`config.mk`:
```
export PLATFORM = sky130hd
export DESIGN_NAME = encoder_frame_crc32_position_decoder_flat
export DESIGN_NICKNAME = d
export VERILOG_FILES = /design/src/hdl/ecpd_pkg.sv /design/src/hdl/ecpd_if.sv /design/src/hdl/encoder_frame_crc32_position_decoder.sv /design/src/hdl/ecpd_front.sv /design/src/hdl/ecpd_queue.sv /design/src/hdl/ecpd_back.sv /design/src/flat_wrapper.sv
export VERILOG_INCLUDE_DIRS = /design/src /design/src/hdl
export SDC_FILE = /design/constraint.sdc
export NUM_CORES = 1
export LEC_CHECK = 0
export BUFFER_PORTS_ARGS = -buffer_cell sky130_fd_sc_hd__clkbuf_2
export CAP_MARGIN = 40
export CORE_AREA = 3 3 187 143
export CTS_BUF_LIST = sky130_fd_sc_hd__clkbuf_4 sky130_fd_sc_hd__clkbuf_8
export DETAILED_ROUTE_END_ITERATION = 6
export DIE_AREA = 0 0 190 146
export PLACE_DENSITY_LB_ADDON = 0.08
export SLEW_MARGIN = 20
export SYNTH_ARGS = -nofsm -noshare
export SYNTH_HDL_FRONTEND = slang
export SYNTH_SLANG_ARGS = --single-unit
```
`constraint.sdc`:
```
create_clock -name clk -period 6 [get_ports clk]
set_clock_uncertainty 0.2 [all_clocks]
set_input_delay 1.5 -clock clk [delete_from_list [all_inputs] [get_ports clk]]
set_output_delay 1.5 -clock clk [all_outputs]
set_load 0.1 [all_outputs]
```
`src/hdl/encoder_frame_crc32_position_decoder_assert.svh`:
```
// Assertion macros shared by the encoder frame decoder modules.
// No dependencies; included by files that carry concurrent checks.
`ifndef ENCODER_FRAME_CRC32_POSITION_DECODER_ASSERT_SVH
`define ENCODER_FRAME_CRC32_POSITION_DECODER_ASSERT_SVH
`ifndef SYNTH
`define ECPD_ASSERT(lbl, clk_s, rst_s, prop) \
  lbl: assert property (@(posedge clk_s) disable iff (rst_s) prop) \
    else $error("ecpd assertion failed");
`define ECPD_ASSERT_ALWAYS(lbl, clk_s, prop) \
  lbl: assert property (@(posedge clk_s) prop) \
    else $error("ecpd assertion failed");
`else
`define ECPD_ASSERT(lbl, clk_s, rst_s, prop)
`define ECPD_ASSERT_ALWAYS(lbl, clk_s, prop)
`endif
`endif

```
`src/hdl/ecpd_pkg.sv`:
```
// Types, constants and the CRC-32 byte update for the encoder frame decoder.
// No dependencies.
package ecpd_pkg;

  localparam logic [4:0]  FrameLen      = 5'd21;
  localparam logic [4:0]  LastIdx       = 5'd20;
  localparam logic [4:0]  CrcLen        = 5'd17;
  localparam logic [31:0] CrcPoly       = 32'hEDB88320;
  localparam logic [7:0]  DeviceIdReset = 8'd1;

  typedef enum logic [1:0] {
    STATUS_OK           = 2'd0,
    STATUS_ID_MISMATCH  = 2'd1,
    STATUS_CRC_MISMATCH = 2'd2
  } ecpd_status_t;

  // One classified byte on its way from the front to the back.
  typedef struct packed {
    logic [7:0] data;
    logic [4:0] idx;
  } ecpd_entry_t;

  // Reflected CRC-32 update of the raw register by one byte.
  function automatic logic [31:0] crc_byte(input logic [31:0] c, input logic [7:0] b);
    logic [31:0] r;
    r = c ^ {24'h0, b};
    for (int k = 0; k < 8; k++) begin
      r = r[0] ? ((r >> 1) ^ CrcPoly) : (r >> 1);
    end
    return r;
  endfunction

endpackage

```
`src/hdl/ecpd_if.sv`:
```
// Valid/ready channel interfaces for the encoder frame decoder.
// No dependencies.
interface ecpd_in_if;
  logic       valid;
  logic       ready;
  logic [7:0] rx_byte;
  logic       frame_start;

  modport source (output valid, output rx_byte, output frame_start, input ready);
  modport sink   (input valid, input rx_byte, input frame_start, output ready);
endinterface

interface ecpd_out_if;
  logic               valid;
  logic               ready;
  logic [1:0]         frame_status;
  logic [19:0]        single_turn_position;
  logic signed [39:0] raw_position;

  modport source (output valid, output frame_status, output single_turn_position,
                  output raw_position, input ready);
  modport sink   (input valid, input frame_status, input single_turn_position,
                  input raw_position, output ready);
endinterface

```
`src/hdl/encoder_frame_crc32_position_decoder.sv`:
```
// Top level of the CRC-32 checked absolute encoder frame decoder.
// Depends on ecpd_pkg, ecpd_if, ecpd_front, ecpd_queue and ecpd_back.
//
// Decodes 21-byte encoder replies fed one word (byte) per handshake on in_ch.
// Byte 0 is checked against device_id, bytes 1 to 5 give a big-endian signed
// 40-bit position, bytes 0 to 16 are covered by a reflected CRC-32 that is
// compared with little-endian bytes 17 to 20. One result word leaves on out_ch
// after byte 20: status 0 ok, 1 id mismatch, 2 CRC mismatch, with the last
// good position (raw and modulo 2^TURN_BITS). A byte is taken every cycle;
// the result is registered: byte 20 passes through the two-entry queue
// between the byte classifier and the checking back part, which loads the
// result register as it pops the byte. Input stalls only when that queue is
// full, i.e. when a finished result waits unclaimed. The user must write
// device_id through cfg_wr_en/cfg_wr_data only while the block is idle;
// the block itself does not enforce this.
module encoder_frame_crc32_position_decoder #(
  parameter int TURN_BITS = 20
) (
  input  logic       clk,
  input  logic       rst,
  input  logic       cfg_wr_en,
  input  logic [7:0] cfg_wr_data,
  ecpd_in_if.sink    in_ch,
  ecpd_out_if.source out_ch
);
  import ecpd_pkg::*;

  logic        q_full;
  logic        q_push;
  ecpd_entry_t q_entry;
  logic        q_pop;
  logic        q_valid;
  ecpd_entry_t q_head;

  // Classify incoming words
  ecpd_front u_front (
    .clk     (clk),
    .rst     (rst),
    .in_ch   (in_ch),
    .q_full  (q_full),
    .q_push  (q_push),
    .q_entry (q_entry)
  );

  // Decouple front and back
  ecpd_queue u_queue (
    .clk        (clk),
    .rst        (rst),
    .push       (q_push),
    .push_entry (q_entry),
    .full       (q_full),
    .pop        (q_pop),
    .head_valid (q_valid),
    .head       (q_head)
  );

  // Check frames and produce results
  ecpd_back #(
    .TURN_BITS (TURN_BITS)
  ) u_back (
    .clk         (clk),
    .rst         (rst),
    .cfg_wr_en   (cfg_wr_en),
    .cfg_wr_data (cfg_wr_data),
    .q_valid     (q_valid),
    .q_head      (q_head),
    .q_pop       (q_pop),
    .out_ch      (out_ch)
  );

endmodule

```
`src/hdl/ecpd_front.sv`:
```
// Front part: accepts received words, tracks the byte index, classifies.
// Depends on ecpd_pkg and ecpd_in_if.
module ecpd_front (
  input  logic                 clk,
  input  logic                 rst,
  ecpd_in_if.sink              in_ch,
  input  logic                 q_full,
  output logic                 q_push,
  output ecpd_pkg::ecpd_entry_t q_entry
);
  import ecpd_pkg::*;

  logic [4:0] byte_counter;
  logic [4:0] idx;
  logic       accept;

  // Pick the index of this word; frame start forces byte zero
  assign idx          = in_ch.frame_start ? 5'd0 : byte_counter;
  assign in_ch.ready  = !q_full;
  assign accept       = in_ch.valid && in_ch.ready;
  assign q_push       = accept && (idx < FrameLen);
  assign q_entry.data = in_ch.rx_byte;
  assign q_entry.idx  = idx;

  // Advance the counter; hold it at frame length past the end
  always_ff @(posedge clk) begin
    if (rst) begin
      byte_counter <= 5'd0;
    end else if (accept) begin
      if (idx < FrameLen) begin
        byte_counter <= idx + 5'd1;
      end else begin
        byte_counter <= FrameLen;
      end
    end
  end

endmodule

```
`src/hdl/ecpd_queue.sv`:
```
// Two-entry queue that decouples the front and back parts.
// Depends on ecpd_pkg and the assertion macro header.
`include "encoder_frame_crc32_position_decoder_assert.svh"
module ecpd_queue (
  input  logic                  clk,
  input  logic                  rst,
  input  logic                  push,
  input  ecpd_pkg::ecpd_entry_t push_entry,
  output logic                  full,
  input  logic                  pop,
  output logic                  head_valid,
  output ecpd_pkg::ecpd_entry_t head
);
  import ecpd_pkg::*;

  ecpd_entry_t mem [2];
  logic        wr_ptr;
  logic        rd_ptr;
  logic [1:0]  count;

  assign full       = (count == 2'd2);
  assign head_valid = (count != 2'd0);
  assign head       = mem[rd_ptr];

  // Store pushed words
  always_ff @(posedge clk) begin
    if (push) begin
      mem[wr_ptr] <= push_entry;
    end
  end

  // Advance pointers and occupancy
  always_ff @(posedge clk) begin
    if (rst) begin
      wr_ptr <= 1'b0;
      rd_ptr <= 1'b0;
      count  <= 2'd0;
    end else begin
      if (push) begin
        wr_ptr <= !wr_ptr;
      end
      if (pop) begin
        rd_ptr <= !rd_ptr;
      end
      if (push && !pop) begin
        count <= count + 2'd1;
      end else if (pop && !push) begin
        count <= count - 2'd1;
      end
    end
  end

  `ECPD_ASSERT(a_count_bound, clk, rst, count != 2'd3)
  `ECPD_ASSERT(a_no_push_full, clk, rst, !(push && full))
  `ECPD_ASSERT(a_no_pop_empty, clk, rst, pop |-> head_valid)

endmodule

```
`src/hdl/ecpd_back.sv`:
```
// Back part: CRC, position assembly, frame checks and the result register.
// Depends on ecpd_pkg, ecpd_out_if and the assertion macro header.
`include "encoder_frame_crc32_position_decoder_assert.svh"
module ecpd_back #(
  parameter int TURN_BITS = 20
) (
  input  logic                  clk,
  input  logic                  rst,
  input  logic                  cfg_wr_en,
  input  logic [7:0]            cfg_wr_data,
  input  logic                  q_valid,
  input  ecpd_pkg::ecpd_entry_t q_head,
  output logic                  q_pop,
  ecpd_out_if.source            out_ch
);
  import ecpd_pkg::*;

  localparam logic [39:0] TurnMask40 = (40'd1 << TURN_BITS) - 40'd1;
  localparam logic [19:0] TurnMask   = TurnMask40[19:0];

  logic [7:0]   device_id;
  logic [7:0]   id_seen;
  logic [31:0]  crc;
  logic [39:0]  pos;
  logic [31:0]  check;
  logic [39:0]  last_good;
  logic         out_valid;
  ecpd_status_t status;
  logic [19:0]  turn_pos;
  logic [39:0]  raw_pos;

  logic         is_last;
  logic [7:0]   id_next;
  logic [31:0]  crc_base;
  logic [31:0]  crc_next;
  logic [39:0]  pos_next;
  logic [31:0]  check_base;
  logic [31:0]  check_next;
  logic [4:0]   byte_ofs;
  ecpd_status_t status_next;
  logic [39:0]  good_next;
  logic         ok_done;

  // Take a word unless it finishes a frame and the result slot is busy
  assign is_last = (q_head.idx == LastIdx);
  assign q_pop   = q_valid && (!is_last || !out_valid || out_ch.ready);

  // Update frame state for the head word
  always_comb begin
    id_next    = (q_head.idx == 5'd0) ? q_head.data : id_seen;
    crc_base   = (q_head.idx == 5'd0) ? 32'hFFFFFFFF : crc;
    crc_next   = (q_head.idx < CrcLen) ? crc_byte(crc_base, q_head.data) : crc;
    pos_next   = (q_head.idx == 5'd0) ? 40'd0 : pos;
    if (q_head.idx inside {[5'd1:5'd5]}) begin
      pos_next = {pos[31:0], q_head.data};
    end
    byte_ofs   = q_head.idx - CrcLen;
    check_base = (q_head.idx == 5'd0) ? 32'd0 : check;
    check_next = check_base;
    if (q_head.idx >= CrcLen) begin
      check_next = check_base | ({24'h0, q_head.data} << {byte_ofs[1:0], 3'b000});
    end
  end

  // Judge the frame: id first, then the check word
  always_comb begin
    good_next = last_good;
    if (id_seen != device_id) begin
      status_next = STATUS_ID_MISMATCH;
    end else if (check_next != ~crc) begin
      status_next = STATUS_CRC_MISMATCH;
    end else begin
      status_next = STATUS_OK;
      good_next   = pos;
    end
  end

  assign ok_done = q_pop && is_last && (status_next == STATUS_OK);

  // Hold frame state, configuration and the result register
  always_ff @(posedge clk) begin
    if (rst) begin
      device_id <= DeviceIdReset;
      id_seen   <= 8'd0;
      crc       <= 32'hFFFFFFFF;
      pos       <= 40'd0;
      check     <= 32'd0;
      last_good <= 40'd0;
      out_valid <= 1'b0;
      status    <= STATUS_OK;
      turn_pos  <= 20'd0;
      raw_pos   <= 40'd0;
    end else begin
      if (cfg_wr_en) begin
        device_id <= cfg_wr_data;
      end
      if (q_pop) begin
        id_seen <= id_next;
        crc     <= crc_next;
        pos     <= pos_next;
        check   <= check_next;
      end
      if (q_pop && is_last) begin
        last_good <= good_next;
        out_valid <= 1'b1;
        status    <= status_next;
        turn_pos  <= good_next[19:0] & TurnMask;
        raw_pos   <= good_next;
      end else if (out_ch.ready) begin
        out_valid <= 1'b0;
      end
    end
  end

  assign out_ch.valid                = out_valid;
  assign out_ch.frame_status         = status;
  assign out_ch.single_turn_position = turn_pos;
  assign out_ch.raw_position         = raw_pos;

  `ECPD_ASSERT(a_result_from_last, clk, rst, $rose(out_valid) |-> $past(q_pop && is_last))
  `ECPD_ASSERT(a_ok_matches_pos, clk, rst, ok_done |=> (raw_pos == $past(pos)))

endmodule
```
`src/flat_wrapper.sv`:
```
// flat-port wrapper written by rule: the top's interface ports become plain ports
module encoder_frame_crc32_position_decoder_flat import ecpd_pkg::*;
#(
  parameter int TURN_BITS = 20
)
  (clk, rst, cfg_wr_en, cfg_wr_data, in_ch_valid, in_ch_rx_byte, in_ch_frame_start, in_ch_ready, out_ch_valid, out_ch_frame_status, out_ch_single_turn_position, out_ch_raw_position, out_ch_ready);
  ecpd_in_if in_ch_i ();
  ecpd_out_if out_ch_i ();
  input  logic clk;
  input  logic rst;
  input  logic cfg_wr_en;
  input  logic [7:0] cfg_wr_data;
  input wire logic [$bits(in_ch_i.valid)-1:0] in_ch_valid;
  input wire logic [$bits(in_ch_i.rx_byte)-1:0] in_ch_rx_byte;
  input wire logic [$bits(in_ch_i.frame_start)-1:0] in_ch_frame_start;
  output wire logic [$bits(in_ch_i.ready)-1:0] in_ch_ready;
  output wire logic [$bits(out_ch_i.valid)-1:0] out_ch_valid;
  output wire logic [$bits(out_ch_i.frame_status)-1:0] out_ch_frame_status;
  output wire logic [$bits(out_ch_i.single_turn_position)-1:0] out_ch_single_turn_position;
  output wire logic [$bits(out_ch_i.raw_position)-1:0] out_ch_raw_position;
  input wire logic [$bits(out_ch_i.ready)-1:0] out_ch_ready;
  assign in_ch_i.valid = in_ch_valid;
  assign in_ch_i.rx_byte = in_ch_rx_byte;
  assign in_ch_i.frame_start = in_ch_frame_start;
  assign in_ch_ready = in_ch_i.ready;
  assign out_ch_valid = out_ch_i.valid;
  assign out_ch_frame_status = out_ch_i.frame_status;
  assign out_ch_single_turn_position = out_ch_i.single_turn_position;
  assign out_ch_raw_position = out_ch_i.raw_position;
  assign out_ch_i.ready = out_ch_ready;
  encoder_frame_crc32_position_decoder #(.TURN_BITS(TURN_BITS)) u_core (.clk(clk), .rst(rst), .cfg_wr_en(cfg_wr_en), .cfg_wr_data(cfg_wr_data), .in_ch(in_ch_i), .out_ch(out_ch_i));
endmodule
```
# After elaboration in Yosys (flattened, before gate mapping)
# Memory sizes are Yosys's and may differ from the RTL's. A register that Yosys moved wholly into a read port is not among the register bits.
# Cells that the tools add are included.
[classes]
add_sub_neg = 4
n_lt_le_gt_ge = 5
eq_ne = 4
n_shift = 1
mux = 27
bitwise_logic = 13
n_reduce_logical = 25
[op_table]
columns = ["operator", "count"]
rows = [
  ["two-way mux 32 bit", 11],
  ["two-way mux 40 bit", 4],
  ["inverter 13 -> 14 bit", 8],
  ["!= test 32 bit", 1],
  ["inverter 32 bit", 1],
  ["OR 32 bit", 1],
  ["<< shifter 8 x 5 -> 32 bit", 1],
  ["bitwise XOR 32 x 8 -> 32 bit", 1],
  ["< comparator 5 bit (second input constant)", 2],
  ["two-way mux 5 bit", 2],
  ["two-way mux 2 bit", 4],
  ["!= test 8 bit", 1],
  ["nonzero test 2 bit", 4],
  ["logical AND 1 bit", 7],
  ["logical NOT 1 bit", 7],
  ["two-way mux 1 bit", 6],
  ["AND reduction 2 bit", 3],
  ["adder 5 x 1 -> 5 bit (second input constant)", 1],
  ["== test 5 bit (second input constant)", 1],
  ["greater-or-equal comparator 5 x 1 -> 1 bit (second input constant)", 1],
  ["greater-or-equal comparator 5 bit (second input constant)", 1],
  ["<= comparator 5 x 3 -> 1 bit (second input constant)", 1],
  ["logical NOT 5 bit", 1],
  ["subtractor 2 x 1 -> 2 bit (second input constant)", 2],
  ["5 further kinds", 7],
]
[totals]
register_bits = 172
ramBits = 26
output_inout_bits = 64
wordCells = 93
mem_count = 1
[memory_table]
columns = ["memory", "words", "width", "rd", "rd_ports_with_merged_regs", "write_ports", "line", "source"]
rows = [
  ["u_core.u_queue.mem", 2, 13, 1, 1, 1, "ecpd_queue.sv:16", "ecpd_entry_t mem [2];"],
]

# Logic depth before layout (Yosys ltp)
# Gate-level depths: netlist of run 1.
[logic_depth]
ltp_word = 19
mapped_depth = 17
depth_no_buf = 11

# Hierarchy
# Synthesis of run 1 repeated with hierarchy kept, for this count alone.
[unflattened]
cells_unflattened = 1059
area_unflattened_um2 = 9663.0
[modules_own_cells]
columns = ["module", "n_inst", "cells_per_inst", "area_per_inst_um2", "seq_area_each_um2"]
rows = [
  ["ecpd_back", 1, 948, 8129.0, 3263.1],
  ["ecpd_queue", 1, 62, 1142.3, 880.8],
  ["ecpd_front", 1, 49, 391.6, 100.1],
]

# Worst setup path after synthesis of run 1
# OpenSTA, ideal clock, no wires.
[synth_timing]
kind = "reg-to-reg"
from = "register with a tool-made name"
to = "register u_core.u_back.raw_pos[0], in the netlist u_core.u_back.out_ch.raw_position[0]"
setup_time_ns = 0.132
arrival_time_ns = 3.811
setup_slack_ns = 1.857
path_stages_with_launch = 17
n_path_buf = 6
synth_period_minus_slack_ns = 4.143
path_cell_list = "dfxtp_1 -> buf_6 -> buf_6 -> buf_2 -> mux2i_1 -> ha_1 -> buf_2 -> a41o_1 -> a31o_1 -> a2111oi_0 -> o211ai_1 -> or4_1 -> or3_1 -> buf_2 -> buf_6 -> o31ai_2 -> a21oi_1"
[synth_lines]
columns = ["element", "line", "source"]
rows = [
  ["end signal: assignment", "ecpd_back.sv:108", "raw_pos <= good_next;"],
  ["end: declaration", "ecpd_back.sv:30", "logic [39:0] raw_pos;"],
]

==> results of run 1 <==
==> power by group through the flow <==
stage	registers, uW	logic (uW)	clock network (uW)
after floorplan	1690	2720	0
after global placement	1840	3330	0
after detailed placement	1840	3330	0
after CTS	1810	3350	1010
after global routing	1830	3690	1060
final	1810	3380	980
==> critical path, cell delays in order, from the launching register on <==
cell	delay, ns
dfxtp_1	0.60
mux2i_2	0.54
ha_1	0.40
clkinv_1	0.31
nor2_1	0.60
a221o_1	0.25
o211ai_1	0.11
or4_1	0.62
or3_2	0.50
buf_4	0.34
o31ai_2	0.26
a21oi_1	0.09
==> cells in the final DEF (no fill, tap or decap), drive strengths merged, types with 3 or more instances in the layout <==
| cell type | n |
|---|---|
| dfxtp | 173 |
| a21boi | 5 |
| a22o | 5 |
| xnor2 | 91 |
| o31ai | 40 |
| clkinv | 3 |
| a211oi | 11 |
| or3 | 5 |
| a21oi | 88 |
| nand4 | 48 |
| inv | 9 |
| a31oi | 11 |
| nor3b | 3 |
| nor2 | 140 |
| nand2 | 46 |
| a221oi | 10 |
| mux2 | 4 |
| edfxtp | 26 |
| o21ai | 6 |
| a211o | 25 |
| ha | 4 |
| xor2 | 25 |
| nor2b | 14 |
| buf | 34 |
| clkbuf | 103 |
| bufinv | 4 |
| mux2i | 19 |
| a22oi | 39 |
| a32oi | 17 |
| a221o | 6 |
| nand3b | 4 |
| nand2b | 5 |
| nor3 | 8 |
| nand3 | 46 |
| nor4 | 8 |
==> logic make-up after synthesis <==
| group | share of synthesized area, % |
|---|---|
| buf+inv | 5.90 |
| mux | 2.47 |
| flops | 42.6 |
| simple gates | 15.9 |
| xor+xnor | 10.8 |
| fa+ha+maj | 0.502 |
| compound gates | 21.8 |
==> how the worst min path moves through the flow <==
stage | startpoint | end | slack, ns | cells past startpoint
2_1_floorplan | u_core.u_back.pos[2] | u_core.u_back.pos[10] | 0.25 | 2
3_3_place_gp | u_core.u_back.out_ch.raw_position[20] | u_core.u_back.out_ch.raw_position[20] | 0.25 | 2
3_5_place_dp | u_core.u_back.out_ch.raw_position[30] | u_core.u_back.out_ch.raw_position[30] | 0.26 | 2
4_1_cts | u_core.u_back.out_ch.raw_position[30] | u_core.u_back.out_ch.raw_position[30] | 0.27 | 2
5_1_grt | u_core.u_back.out_ch.raw_position[38] | u_core.u_back.out_ch.raw_position[38] | 0.29 | 2
6_report | u_core.u_back.out_ch.raw_position[27] | u_core.u_back.out_ch.raw_position[27] | 0.27 | 2
==> flip-flops by register name, summed over array words and instances, names as in the netlist, 2 cells and up, named ones only <==
| name | count |
|---|---|
| u_core.u_back.out_ch.raw_position | 40 |
| u_core.u_back.pos | 40 |
| u_core.u_back.check | 32 |
| u_core.u_back.crc | 32 |
| u_core.u_queue.mem | 26 |
| u_core.u_back.device_id | 8 |
| u_core.u_back.id_seen | 8 |
| u_core.u_front.byte_counter | 5 |
| u_core.u_back.out_ch.frame_status | 2 |
| u_core.u_queue.count | 2 |
==> final cells by class <==
| type | count | area, sq um | share of cell area, % |
|---|---|---|---|
| clock buffer | 19 | 249 | 2.26 |
| sequential | 199 | 4240 | 38.5 |
| tap | 338 | 423 | 3.84 |
| timing repair buffer | 119 | 719 | 6.53 |
| clock inverter | 13 | 193 | 1.75 |
| inverter | 5 | 18.8 | 0.170 |
| multi-input combinational | 757 | 5170 | 46.9 |
==> through the flow <==
stage	cell area [sq um]	setup slack (ns)	util (%)	hold slack [ns]	total power, uW
after global placement	10500	1.21	41.9	0.253	5170
after global routing	11000	0.765	44.1	0.290	6580
after detailed placement	10600	1.08	42.3	0.259	5170
final	11000	1.02	44.1	0.272	6170
after CTS	11000	1.07	44.0	0.274	6170
after floorplan	9960	1.86	-	0.245	4410
==> per-layer routing <==
layer | vias to the layer above | global-route usage, % | routed length [um]
met5 | - | 0 | 0
met4 | 0 | 4.36 | 301
met3 | 21 | 3.73 | 1510
met2 | 239 | 29.2 | 12000
met1 | 3905 | 32.8 | 14900
li1 | 3930 | - | -
==> impl_metrics.json, run 1 <==
{
  "crit_fanout": 40,
  "setup_violations": 0,
  "max_freq_ghz": 0.201,
  "syn_avg_cell_area_sq_um": 9.29,
  "hpwl_mm": 19.9,
  "tns_ns": 0,
  "crit_path_end_kind": "flip-flop",
  "gr-total-overflow": 0,
  "drt-vias-per-instance": 5.58,
  "grt_usage_pct": 20.8,
  "period_share_pct": 83.1,
  "io_buffers": 85,
  "holdBufCountCts": 0,
  "start_util_pct": 39.9,
  "grt_pass1_wl_mm": 45.7,
  "worstPathRequired_ns": 6.14,
  "hold_class": "flip-flop to flip-flop",
  "path_clk_slew_ns": 0.11,
  "ff2ff_setup_slack_ns": 1.02,
  "slew_viol_final": 0,
  "synth_edf_count": 26,
  "die_area_sq_um": 27700,
  "hold_viol": 0,
  "yosysTopAreaCell": "dfxtp_1",
  "ys.flop_type": "dfxtp_1",
  "grt_pass1_vias": 7636,
  "synth_seq_cells": 199,
  "drive_above_1_share_pct": 19.9,
  "irDropWorstVdd_mv": 0.288,
  "netlist_area_sq_um": 9960,
  "drc_errors": 0,
  "clkLatencyLatePin_ns": 0.48,
  "async_flop_share_pct": 0,
  "drtAntennaViolNets": 0,
  "rr_endpoint": "u_core.u_back.out_ch.raw_position[35]",
  "rr_worst_depth": 11,
  "syn_inst": 1072,
  "cts.sinks": 199,
  "synth_top_area_share_pct": 34.8,
  "routabilityCongestion": 0.880,
  "slew_headroom_pct": 38.6,
  "vias": 8095,
  "post-synth-top-count-cell": "dfxtp_1",
  "combPwrFrac_pct": 54.8,
  "critical_path_class": "flip-flop to flip-flop",
  "fillCellCount": 2440,
  "fp.dieW_um": 190,
  "seq_power_share_pct": 29.4,
  "clkPwrFrac_pct": 15.9,
  "io_pins": 86,
  "worst_pin_slew_ns": 0.922,
  "area_growth_syn_to_layout_pct": 10.6,
  "cts_max_level": 4,
  "drv_cap": 0,
  "syn-num-nets": 1098,
  "status": "complete, no violations",
  "core-area_sq_um": 25000,
  "net-switching-power_uw": 2760,
  "root_buffer": "clkbuf_8",
  "yosysUniqueCellTypes": 63,
  "cts_resized": 0,
  "cts_buffers": 17,
  "dieHeight_um": 146,
  "yosys-top-cells-count": "173 x dfxtp_1, 138 x nor2_1, 88 x a21oi_1",
  "first_pass_iters": 5,
  "crit_end": "u_core.u_back.out_ch.raw_position[35]",
  "cellLeakagePower_uw": 0.00386,
  "cts_tree": "yes",
  "rsz0062_at_grt": "false",
  "netSwitchingFraction_pct": 44.8,
  "ys_top_cells_by_area": "dfxtp_1 35%, edfxtp_1 7.8%, xnor2_1 7.6%",
  "power.internal_uw": 3410,
  "post_cts_buffers": 0,
  "clockBufferDepth": 2,
  "grt_max_degree": 78,
  "rows": 50,
  "antenna_found_initial": 0,
  "worst_ep_arrival_time_ns": 5.12,
  "period_needed_ns": 4.98,
  "synth.yosys.seq_area_share_pct": 42.6,
  "nNetsFinal": 1125,
  "start_kind": "flip-flop",
  "instances_no_fill": 1450,
  "ys_warn_count": 0,
  "antenna_cells": 0,
  "p_per_area_nw_per_um2": 560,
  "drt_iter0_drc": 658,
  "drt-total-wl_mm": 28.7,
  "place_inst": 1417,
  "wl_per_cell_um": 19.8
}
(Power assumes the default switching activity.)
==> inputs of run 2 (changes only) <==
- clock period: 6 -> 4.8 ns (I/O delays scaled with it)
==> run 2 against run 1 <==
  * Critical path type unchanged
  * Register-to-register slack got worse by 0.68 ns
  * Clock-buffer cell count fell by 1
  * Global-route usage fell by 0.35 points
  * Design area increased by 0.38%
  * Total power increased by 26%
  * Sequential share of layout area down 0.14 points
  * Largest cell class unchanged
  * Sequential power grew 24%
  * Critical path depth did not move
  * Setup slack worse by 0.68 ns
==> impl_metrics.json, run 2 (synthesized netlist as in run 1, its figures left out) <==
{
  "slowest_delay_ns": 0.61,
  "area_growth_syn_to_layout_pct": 11.0,
  "whs_ns": 0.271,
  "hold_viol": 0,
  "nNetsFinal": 1130,
  "worstPathRequired_ns": 4.95,
  "final_cell_mix": "173 x dfxtp_1, 137 x nor2_1, 88 x a21oi_1",
  "clockBufferDepth": 2,
  "net-switching-power_uw": 3510,
  "drive_above_1_share_pct": 20.3,
  "fin_total_pwr_uw": 7800,
  "fp.dieW_um": 190,
  "drt-total-wl_mm": 28.4,
  "grt_pass1_vias": 7581,
  "worst_pin_slew_ns": 0.827,
  "clkLatencyLatePin_ns": 0.47,
  "cp_slowest_cell": "or4_1",
  "slew_viol_final": 0,
  "drt-vias-per-instance": 5.63,
  "min_delay_path_depth": 2,
  "path_clk_slew_ns": 0.10,
  "min_from": "u_core.u_back.out_ch.raw_position[20]",
  "crit_fanout": 40,
  "combPwrFrac_pct": 55.6,
  "fillCellCount": 2482,
  "max_freq_ghz": 0.224,
  "final_common_cell": "dfxtp_1",
  "rsz0062_at_grt": "false",
  "start_kind": "flip-flop",
  "period_share_pct": 92.9,
  "routabilityCongestion": 0.893,
  "first_pass_iters": 5,
  "grt_max_degree": 81,
  "die_area_sq_um": 27700,
  "cts_buffers": 17,
  "use_met2_pct": 28.3,
  "power.internal_uw": 4280,
  "cts.sinks": 199,
  "antenna_cells": 0,
  "hold_class": "flip-flop to flip-flop",
  "slew_headroom_pct": 44.9,
  "root_buffer": "clkbuf_8",
  "rows": 50,
  "clkPwrFrac_pct": 15.6,
  "holdPathEnd": "u_core.u_back.out_ch.raw_position[20]",
  "grt_pass1_wl_mm": 45.0,
  "netSwitchingFraction_pct": 45.1,
  "worstPathCellList": "mux2i_1 > ha_1 > a41o_1 > a31o_1 > a2111oi_1 > o211ai_1 > or4_1 > or3_2 > buf_4 > o31ai_2 > a21oi_1",
  "cts_max_level": 4,
  "grt_usage_pct": 20.4,
  "crit_path_end_kind": "flip-flop",
  "hpwl_mm": 19.7,
  "drv_cap": 0,
  "io_pins": 86,
  "fin_area_sq_um": 11100,
  "final_util_pct": 44.3,
  "wl_per_cell_um": 19.5,
  "status": "complete, no violations",
  "vias": 8188,
  "ff2ff_setup_slack_ns": 0.34,
  "grt_use_met1_pct": 32.6,
  "busiest_layer": "met1",
  "start_util_pct": 39.9,
  "tns_ns": 0,
  "core-area_sq_um": 25000,
  "cts_tree": "yes",
  "io_buffers": 85,
  "cellLeakagePower_uw": 0.00388,
  "period_needed_ns": 4.46,
  "rr_worst_depth": 11,
  "antenna_found_initial": 0,
  "gr-total-overflow": 0,
  "drtAntennaViolNets": 0,
  "worst_ep_arrival_time_ns": 4.61,
  "irDropWorstVdd_mv": 0.327,
  "rr_endpoint": "u_core.u_back.out_ch.raw_position[8]",
  "p_per_area_nw_per_um2": 705,
  "setup_violations": 0,
  "drt_iter0_drc": 808,
  "dpl_cell_area_sq_um": 10600,
  "drc_errors": 0,
  "dieHeight_um": 146,
  "critical_path_class": "flip-flop to flip-flop",
  "gr-usage-met3_pct": 3.56,
  "seq_power_share_pct": 28.9
}
==> run 2: cell type report <==
type / count / area, sq um / share of cell area (%)
Clock buffer: 18 / 248 / 2.24
Clock inverter: 14 / 196 / 1.78
Inverter: 5 / 18.8 / 0.170
Multi-Input combinational cell: 757 / 5170 / 46.8
Sequential cell: 199 / 4240 / 38.4
Tap cell: 338 / 423 / 3.83
Timing Repair Buffer: 124 / 752 / 6.80
==> run 2: worst max path at each step <==
stage | start | to | slack (ns) | depth (start not counted)
5_1_grt | flip-flop | u_core.u_back.out_ch.raw_position[5] | 0.07 | 11
2_1_floorplan | flip-flop | u_core.u_back.out_ch.raw_position[0] | 0.66 | 16
3_3_place_gp | flip-flop | u_core.u_back.out_ch.raw_position[25] | 0.39 | 11
6_report | flip-flop | u_core.u_back.out_ch.raw_position[8] | 0.34 | 11
3_5_place_dp | flip-flop | u_core.u_back.out_ch.raw_position[28] | 0.31 | 11
4_1_cts | flip-flop | u_core.u_back.out_ch.raw_position[28] | 0.29 | 11
==> run 2: critical path, delay by kind of cell, from the launching register on <==
family	cells	cell delay (ns)
buffers and inverters	1	0.33
muxes	1	0.35
AOI/OAI and AO/OA	6	1.39
DFF	1	0.51
adders and majority gates	1	0.42
and+or+nand+nor	2	1.10
==> run 2: per-stage QoR <==
stage	setup WS, ns	cells
finish	0.340	1455
global route	0.0725	1455
CTS	0.286	1455
detailed placement	0.305	1423
global placement	0.395	1418
floorplan	0.657	1072
==> run 2: what timing repair did <==
item | CTS | global route
endpoints found under the hold margin | 0 | 0
hold buffers | 0 | 0
endpoints found under the setup margin | 0 | 11
gates resized for setup | 0 | 1
setup buffers | 0 | 0
==> run 2: layer usage <==
| metal | wire length (um) | vias up |
|---|---|---|
| met4 | 397 | 0 |
| met5 | 0 | - |
| met2 | 11500 | 248 |
| met1 | 14800 | 3964 |
| met3 | 1680 | 26 |
| li1 | - | 3950 |
==> run 2: power by group through the flow <==
stage	Clock [uW]	Combinational [uW]	Sequential, uW
detailed placement	0	4270	2280
floorplan	0	3400	2110
global placement	0	4290	2290
finish	1210	4330	2250
CTS	1250	4300	2250
global route	1310	4750	2270
==> inputs of run 3 (changes only) <==
- RECOVER_POWER: unset -> 100
==> run 3 against run 2 <==
  * Combinational power is 3% lower
  * First-iteration DRC count is 1.7% higher
  * Register-to-register slack better by 0.03 ns
  * Flip-flop and latch count unchanged
  * Fmax is 0.75% higher
  * Core utilization down 1.4 points
  * Non-clock buffer count is the same
  * Global-route usage unchanged
  * Final cell count unchanged
  * Setup slack gained 0.033 ns
  * Total power fell by 1.4%
  * Largest power group unchanged
==> impl_metrics.json, run 3 (synthesized netlist as in run 1, its figures left out) <==
{
  "antenna_found_initial": 0,
  "drt-total-wl_mm": 28.4,
  "irDropWorstVdd_mv": 0.329,
  "combPwrFrac_pct": 54.9,
  "io_buffers": 85,
  "fillCellCount": 2560,
  "area_growth_syn_to_layout_pct": 7.45,
  "slew_headroom_pct": 8.93,
  "die_area_sq_um": 27700,
  "drv_cap": 0,
  "cts_tree": "yes",
  "grt_use_met1_pct": 32.6,
  "worst_pin_slew_ns": 1.37,
  "tns_ns": 0,
  "p_per_area_nw_per_um2": 718,
  "power.internal_uw": 4230,
  "final_common_cell": "dfxtp_1",
  "crit_path_end_kind": "flip-flop",
  "io_pins": 86,
  "wl_per_cell_um": 19.5,
  "drc_errors": 0,
  "seq_power_share_pct": 29.3,
  "gr-usage-met3_pct": 3.56,
  "status": "complete, no violations",
  "cellLeakagePower_uw": 0.00358,
  "cts_max_level": 4,
  "final_cell_mix": "173 x dfxtp_1, 137 x nor2_1, 89 x xnor2_1",
  "critical_path_class": "flip-flop to flip-flop",
  "routabilityCongestion": 0.893,
  "core-area_sq_um": 25000,
  "first_pass_iters": 5,
  "hpwl_mm": 19.7,
  "clkLatencyLatePin_ns": 0.47,
  "slew_viol_final": 0,
  "setup_violations": 0,
  "min_from": "u_core.u_back.pos[11]",
  "grt_max_degree": 81,
  "grt_usage_pct": 20.4,
  "nNetsFinal": 1130,
  "clkPwrFrac_pct": 15.8,
  "clockBufferDepth": 2,
  "drt-vias-per-instance": 5.62,
  "drive_above_1_share_pct": 9.40,
  "start_kind": "flip-flop",
  "rows": 50,
  "netSwitchingFraction_pct": 45.0,
  "worstPathRequired_ns": 4.96,
  "drtAntennaViolNets": 0,
  "whs_ns": 0.271,
  "start_util_pct": 39.9,
  "use_met2_pct": 28.3,
  "drt_iter0_drc": 822,
  "crit_fanout": 40,
  "cts.sinks": 199,
  "antenna_cells": 0,
  "fp.dieW_um": 190,
  "hold_viol": 0,
  "holdBufCountCts": 0,
  "root_buffer": "clkbuf_8",
  "busiest_layer": "met1",
  "cts_buffers": 17,
  "net-switching-power_uw": 3460,
  "period_needed_ns": 4.43,
  "dieHeight_um": 146,
  "max_freq_ghz": 0.226,
  "grt_pass1_wl_mm": 45.0,
  "grt_pass1_vias": 7581,
  "hold_class": "flip-flop to flip-flop",
  "gr-total-overflow": 0,
  "worst_ep_arrival_time_ns": 4.58,
  "vias": 8170,
  "period_share_pct": 92.2,
  "rsz0062_at_grt": "false",
  "path_clk_slew_ns": 0.11
}
run 3: cell type report:
class | count | area [sq um] | share of cell area [%]
Multi-Input combinational cell | 757 | 4950 | 46.3
Timing Repair Buffer | 124 | 621 | 5.80
Sequential cell | 199 | 4240 | 39.6
Tap cell | 338 | 423 | 3.95
Clock inverter | 14 | 196 | 1.84
Clock buffer | 18 | 248 | 2.31
Inverter | 5 | 18.8 | 0.175
run 3: routing by layer:
layer / vias up / wire length [um]
met5: - / 0
met4: 0 / 444
met3: 28 / 1620
met2: 258 / 11500
met1: 3933 / 14900
li1: 3951 / -
run 3: path summary, 6_finish.rpt:
path | slack, ns | depth (start not counted) | end
max | 0.37 | 11 | u_core.u_back.out_ch.raw_position[28]
min | 0.27 | 2 | u_core.u_back.pos[19]
max reg2reg | 0.37 | 11 | u_core.u_back.out_ch.raw_position[28]
min reg2reg | 0.27 | 2 | u_core.u_back.pos[19]
run 3: per-stage QoR:
step	setup slack [ns]	util [%]	std cells	total power, uW	area (sq um)
2_1_floorplan	0.657	-	1072	5510	9960
3_3_place_gp	0.395	42.3	1418	6580	10600
3_5_place_dp	0.305	42.5	1423	6550	10600
4_1_cts	0.286	44.3	1455	7800	11100
5_1_grt	0.0698	42.9	1455	8220	10700
6_report	0.373	42.9	1455	7690	10700
run 3: critical path, cell delays in order (launching register included):
cell	delay [ns]
dfxtp_1	0.50
mux2i_1	0.35
ha_1	0.42
a41o_1	0.27
a31o_1	0.18
a2111oi_1	0.41
o211ai_1	0.18
or4_1	0.61
or3_2	0.49
buf_4	0.30
o31ai_1	0.27
a21oi_1	0.10
run 3: timing repair:
item                                    CTS  global route
endpoints found under the hold margin     0             0
gates resized for setup                   0             1
endpoints found under the setup margin    0            11
setup buffers                             0             0
run 3: power groups by stage:
stage	sequential (uW)	combinational, uW	clock (uW)
after detailed placement	2280	4270	0
final	2250	4220	1210
after global placement	2290	4290	0
after global routing	2270	4630	1310
after CTS	2250	4300	1250
after floorplan	2110	3400	0
